===== config.mk =====
export PLATFORM = sky130hd
export DESIGN_NAME = wtso_ctrl
export DESIGN_NICKNAME = d
export VERILOG_FILES = /design/src/sv/wtso_pkg.sv /design/src/sv/wtso_ctrl.sv
export SDC_FILE = /design/constraint.sdc
export NUM_CORES = 1
export LEC_CHECK = 0
export ABC_AREA = 1
export BUFFER_PORTS_ARGS = -buffer_cell sky130_fd_sc_hd__buf_2
export CAP_MARGIN = 15
export CORE_AREA = 3 3 40 42
export CTS_BUF_LIST = sky130_fd_sc_hd__clkbuf_16
export CTS_CLUSTER_DIAMETER = 30
export DETAILED_ROUTE_END_ITERATION = 12
export DIE_AREA = 0 0 43 45
export PLACE_DENSITY_LB_ADDON = 0.2
export SYNTH_ARGS = -nofsm -noshare
export SYNTH_HDL_FRONTEND = slang
export SYNTH_SLANG_ARGS = --single-unit

===== constraint.sdc =====
create_clock -name clk -period 1.4 [get_ports clk]
set_input_delay 0.14 -clock clk [delete_from_list [all_inputs] [get_ports clk]]
set_output_delay 0.14 -clock clk [all_outputs]
set_load 0.02 [all_outputs]

===== src/sv/wtso_pkg.sv =====
// Shared types and fixed constants for the window three-sigma outlier flag block.
// No dependencies; imported by the controller, datapath and top level.
package wtso_pkg;

    localparam int AMT_W      = 25;   // amount_cents width
    localparam int FILL_W     = 5;    // window_fill width
    localparam int IN_DATA_W  = 32;   // amount + confirm, padded to bytes
    localparam int OUT_DATA_W = 8;    // flagged + recorded + window_fill, padded

    // controller -> datapath step commands
    typedef struct packed {
        logic load;     // capture the request
        logic p1;       // n*m, S*S, n*Q
        logic p2;       // d, variance, squares of new and oldest entry
        logic p3;       // d*d, 9*variance
        logic commit;   // decide, update window, load result
    } wtso_cmd_t;

    // datapath -> controller status
    typedef struct packed {
        logic out_busy; // result register still held by the sink
    } wtso_sts_t;

endpackage


===== src/sv/wtso_ctrl.sv =====
// Sequencing state machine for the outlier flag block.
// Depends on wtso_pkg (command and status structs).
module wtso_ctrl
    import wtso_pkg::*;
(
    input  logic      clk,
    input  logic      rst_n,
    input  logic      in_valid,
    output logic      in_ready,
    input  wtso_sts_t sts,
    output wtso_cmd_t cmd
);

    localparam logic [2:0] ST_IDLE = 3'd0;
    localparam logic [2:0] ST_P1   = 3'd1;
    localparam logic [2:0] ST_P2   = 3'd2;
    localparam logic [2:0] ST_P3   = 3'd3;
    localparam logic [2:0] ST_DEC  = 3'd4;

    logic [2:0] state_reg;
    logic [2:0] state_next;

    always_ff @(posedge clk or negedge rst_n)
    begin
        if (!rst_n)
        begin
            state_reg <= ST_IDLE;
        end
        else
        begin
            state_reg <= state_next;
        end
    end

    always_comb
    begin
        state_next = state_reg;
        cmd        = '0;
        in_ready   = 1'b0;
        case (state_reg)
            ST_IDLE:
            begin
                in_ready = 1'b1;
                if (in_valid)
                begin
                    cmd.load   = 1'b1;
                    state_next = ST_P1;
                end
            end
            ST_P1:
            begin
                cmd.p1     = 1'b1;
                state_next = ST_P2;
            end
            ST_P2:
            begin
                cmd.p2     = 1'b1;
                state_next = ST_P3;
            end
            ST_P3:
            begin
                cmd.p3     = 1'b1;
                state_next = ST_DEC;
            end
            ST_DEC:
            begin
                // hold the decision until the result register is free
                if (!sts.out_busy)
                begin
                    cmd.commit = 1'b1;
                    state_next = ST_IDLE;
                end
            end
            default:
            begin
                state_next = ST_IDLE;
            end
        endcase
    end

endmodule


==> results of run 1 <==
synth_stat cells:
master   count
nand3_1      2
nor2_1       7
dfrtp_1      3
nand2_2      1
nand2_1      3
o21ai_0      1
or2_1        1
inv_1        5
nor3_1       1
inv_2        1
layer usage:
metal,vias up,GRT usage (%),wire (µm)
li1,101,-,-
met1,81,7.02,220
met2,9,6.59,171
met3,2,2.39,42
met4,0,9.04,21
met5,-,0,0
cells in the final DEF, fill, tap and decap left out, drive strengths merged:
cell type    count
nor2             7
nor3             1
clkbuf           3
inv              7
nand3            2
or2              1
o21ai            1
buf              9
nand2            4
dfrtp            3
dlygate4sd3      1
area by class of cell:
type | count | area, µm²
Clock buffer | 3 | 75.1
Clock inverter | 1 | 3.75
Fill cell | 148 | 962
Inverter | 6 | 22.5
Multi-Input combinational cell | 16 | 72.6
Sequential cell | 3 | 75.1
Tap cell | 15 | 18.8
Timing Repair Buffer | 10 | 55.1
power groups by stage:
| stage | logic, mW | clock network (mW) | registers [mW] |
|---|---|---|---|
| floorplan | 0.270 | 0 | 0.174 |
| global placement | 0.380 | 0 | 0.187 |
| detailed placement | 0.370 | 0 | 0.187 |
| CTS | 0.378 | 0.462 | 0.186 |
| global route | 0.418 | 0.472 | 0.200 |
| finish | 0.375 | 0.453 | 0.192 |
timing repair:
action / CTS / global route
endpoints found under the hold margin: 3 / 0
setup endpoints to repair: 0 / 1
resized for setup: 0 / 1
hold buffers: 1 / 0
cell families after synthesis:
logic type             count (synthesis)  share of synthesized area (%)
AOI/OAI and AO/OA                      1                           2.98
buffers and inverters                  6                           13.4
DFF                                    3                           44.8
and+or+nand+nor                       15                           38.8
stage by stage:
step	instance area, µm²	setup WS (ps)	utilization (%)	hold WS (ps)
2_1_floorplan	168	205	-	-156
3_3_place_gp	231	324	18.0	-56.5
3_5_place_dp	231	300	18.0	-58.9
4_1_cts	320	62.5	24.9	244
5_1_grt	323	1.56	25.1	249
6_report	323	137	25.1	239
path summary, 6_finish.rpt:
kind / startpoint / endpoint / slack (ps)
min in group clk: sts / state_reg[2] / 240
min: rst_n / state_reg[1] / 240
max: state_reg[2] / cmd[4] / 140
min reg2reg: state_reg[0] / state_reg[0] / 600
max in group asynchronous: rst_n / state_reg[0] / 1050
max reg2reg: state_reg[2] / state_reg[1] / 470
==> flow_summary.ini, run 1 <==
[timing]
fin_skew_ps = 3.95
grt_setup_unrepaired = false
worst_slew_pin_slew_ps = 189
hold_viol = 0
slew_violations = 0
fmax_ghz = 0.792
setup_tns_ps = 0
slew_headroom_pct = 87.3
setup_violations = 0
fin_crit_sh_pct = 90.2
post-route-min-period_ps = 1260

[finish]
antenna_cells = 0
largest_reg_flops = 3
area_delta_synth_final_pct = 92.5
nets = 44
layoutNonFillerInstCount = 54
drive_gt1_share_pct = 38.5

[power]
power_frac_comb_pct = 36.8
seq_power_share_pct = 18.8
sw_frac_of_total_pct = 37.9
total_power_mw = 1.02
p_sw_uw = 387
p_leak_nw = 0.189
power_density_mw_per_mm2 = 3160
peakVddDrop_v = 0.000741
clkPwrFrac_pct = 44.4
internal-power_uw = 633

[die]
die_w_um = 43
start_util_pct = 13.0
dieArea_mm2 = 0.00194
die_y_um = 45
core_mm2 = 0.00128
num_io_pins = 10
rows = 13

[clocking]
h-tree-depth = 1
cts-root-buf = clkbuf_16
clk_pin_slew_ps = 30
worstSkewPairLatency_ps = 230
cts_buffer_depth = 2
numCtsBuffers = 3
cts.sinks = 3
cts_post_setup_buffers_inserted = 0
cts_tree = built

[logic_synthesis]
ys_types = 10
synthesis.area_um2 = 168
synth_top_area_share_pct = 44.8
syn_inst = 25
synth_top_cell_by_area = dfrtp_1
ys_top_cells_by_area = dfrtp_1 (45%), nor2_1 (16%), inv_1 (11%)
ys_ff_latch = 3
syn_avg_cell_area_um2 = 6.71
synth-seq-area-share_pct = 44.8
ys_warn_count = 0
synthesis.nets = 29

[setup_path]
slowest_stage = dfrtp_1
cp_cell_sequence = nor2_2, nand2_1, nor2_1, buf_2
critPathRequiredTime_ps = 1260
crit_fanout = 5
critPathMaxStageDelay_ps = 420
cp_num_buf_inv = 1
crit_type = flop to primary output
cp.depth = 4
cp.arrival_ps = 1120
critPathLaunchType = flop
reg2reg_depth = 4
crit_path_end_kind = primary output
path_delay_family = flip-flops

[detailed_routing]
drtIter0Drc = 5
vias_per_cell = 3.57
wl_um = 456
dr.pass1.iters = 4
ant_nets = 0
drc = 0
routed-via-count = 193
post_drt_wl_per_cell_um = 8.44

[global_routing]
grt_pass1_vias = 195
track_usage_pct = 6.01
antenna_found_initial = 0
gr-total-overflow = 0
grt_max_degree = 6
grt_pass1_wl_um = 772

[worst_hold_path]
hold_path.class = input port to async pin

[place]
place_inst = 49
io_buffers = 9
hpwl_um = 345
gp_congestion = 0.635

[status]
status = completed

[run]
maxCapViolCount = 0
(Power assumes the default switching activity.)
==> run 2, diff against run 1 <==
ABC_AREA = not set   (was 1)
==> run 2 against run 1 <==
  * Die area unchanged
  * Sequential power increased by 23%
  * Design area decreased by 1.9%
  * Global-route usage decreased by 0.57 points
  * Clock skew decreased by 3.0 ps
  * Register-to-register slack got worse by 80 ps
  * Combinational power decreased by 13%
  * Final cell count decreased by 19%
  * Critical path type unchanged
  * Largest cell class is now multi-input gates
  * Largest power group unchanged
==> flow_summary.ini, run 2 <==
[finish]
nets = 34
layoutNonFillerInstCount = 44
stdcell_area_um2 = 317
largest_reg_flops = 3
antenna_cells = 0
final_cell_mix = buf_2 (9), nor2_1 (3), clkbuf_16 (3), dfrtp_1 (3), nor3b_1 (2)
drive_gt1_share_pct = 48.3
layout_commonest_cell = buf_2
area_delta_synth_final_pct = 86.0
n_fill_cell = 134

[clocking]
cts-root-buf = clkbuf_16
cts_tree = built
clk_pin_slew_ps = 30
cts_buffer_depth = 2
h-tree-depth = 1
cts_post_setup_buffers_inserted = 0
cts.sinks = 3
worstSkewPairLatency_ps = 220
numCtsBuffers = 3

[logic_synthesis]
async_flop_share_pct = 100
ys_ff_latch = 3
synth_edf_count = 0
synthesis.area_um2 = 170
synth_xor_area_share_pct = 5.15
synth_top_cell_by_area = dfrtp_1
yosys.area_share.simple_pct = 38.2
ys_types = 12
synth_top_area_share_pct = 44.1
muxShareOfSynthArea_pct = 0
syn_inst = 17
ys_top_cells_by_area = dfrtp_1 (44%), nor3b_1 (8.8%), nor2_1 (6.6%)
synth_compound_area_share_pct = 5.15
synthesis.nets = 21
synthAdderAreaFrac_pct = 0
syn_avg_cell_area_um2 = 10.0
ys_warn_count = 0
yosys-top-cells-count = dfrtp_1 (3), nor2_1 (3), nor3b_1 (2)
synth-seq-area-share_pct = 44.1
synth_top_family_by_area = simple AND/OR/NAND/NOR gates
yosys_most_used_dff = dfrtp_1

[power]
clkPwrFrac_pct = 44.0
total_power_mw = 1.01
peakVddDrop_v = 0.000691
seq_power_share_pct = 23.4
p_leak_nw = 0.155
p_sw_uw = 360
power_density_mw_per_mm2 = 3190
power_frac_comb_pct = 32.5
internal-power_uw = 649
sw_frac_of_total_pct = 35.7

[timing]
holdWs_ps = 193
fin_crit_sh_pct = 94.5
grt_setup_unrepaired = false
worst_slew_pin_slew_ps = 289
slew_headroom_pct = 80.7
fin_skew_ps = 0.916
post-route-min-period_ps = 1320
hold_viol = 0
fmax_ghz = 0.756
setup_violations = 0
slew_violations = 0
setup_tns_ps = 0

[setup_path]
critPathLaunchType = flop
crit_path_end_kind = primary output
cp.arrival_ps = 1180
crit_fanout = 8
crit_type = flop to primary output
critPathRequiredTime_ps = 1260
r2r_slack_ps = 390

[detailed_routing]
dr.pass1.iters = 2
wl_um = 454
routed-via-count = 165
ant_nets = 0
post_drt_wl_per_cell_um = 10.3
drtIter0Drc = 1
vias_per_cell = 3.75
drc = 0

[die]
start_util_pct = 13.2
die_y_um = 45
die_w_um = 43
num_io_pins = 10
dieArea_mm2 = 0.00194
rows = 13
core_mm2 = 0.00128

[global_routing]
grt_pass1_wl_um = 703
grt_pass1_vias = 180
track_usage_pct = 5.43
grt_max_degree = 9
antenna_found_initial = 0
gr-total-overflow = 0

[status]
status = completed

[place]
hpwl_um = 296
io_buffers = 9
post_dp_cell_area_um2 = 228
place_inst = 39
gp_congestion = 0.612

[run]
maxCapViolCount = 0

[worst_hold_path]
hold_path.class = input port to flop
-- run 2: cell types whose count changed after synthesis, sizes merged, moves of 2 or more --
cell / change
buf: +2
inv: -6
nand2: -4
nand3: -2
nor2: -4
nor3b: +2
-- run 2: critical path: stages (launching register included) --
cell,delay (ps)
dfrtp_1,460
nor4b_2,300
buf_2,200
-- run 2: logic make-up after synthesis --
family,Yosys count
flip-flops,3
AO/OA/AOI/OAI,1
buffers and inverters,2
XOR/XNOR,1
AND/OR/NAND/NOR,10
-- run 2: worst paths after layout --
path | cells past startpoint | from | to
min in group asynchronous | 2 | rst_n | state_reg[0]
max in group asynchronous | 2 | rst_n | state_reg[2]
hold / removal | 2 | sts | state_reg[2]
setup / recovery | 2 | state_reg[1] | cmd[0]
hold reg to reg | 1 | state_reg[2] | state_reg[1]
setup reg to reg | 2 | state_reg[0] | state_reg[2]
-- run 2: per-stage QoR --
step                      setup slack [ps]  util (%)
final                                 76.7      24.6
after global routing                  25.3      24.6
after CTS                             66.8      24.6
after detailed placement               312      17.7
after global placement                 327      17.7
after floorplan                        122         -
-- run 2: layer usage --
layer / global-route usage, % / routed length (µm) / share of wire, %
met1: 4.62 / 193 / 43
met2: 7.78 / 195 / 43
met3: 3.19 / 46 / 10
met4: 7.23 / 19 / 4.2
met5: 0 / 0 / 0
-- run 2: timing repair --
action,in CTS,in global routing
gates resized for setup,0,0
hold buffers,1,0
endpoints found under the hold margin,3,0
-- run 2: final cells by class --
cell class	count	area, µm²	share of cell area [%]
multi-input combinational	12	88.8	28.1
clock buffer	3	75.1	23.7
tap	15	18.8	5.93
sequential	3	75.1	23.7
timing repair buffer	10	55.1	17.4
clock inverter	1	3.75	1.19
-- run 2: power groups by stage --
stage / Combinational [mW] / Clock, mW / Sequential (mW)
after floorplan: 0.321 / 0 / 0.160
after global placement: 0.330 / 0 / 0.229
after detailed placement: 0.330 / 0 / 0.233
after CTS: 0.334 / 0.453 / 0.235
after global routing: 0.348 / 0.466 / 0.247
final: 0.328 / 0.444 / 0.237
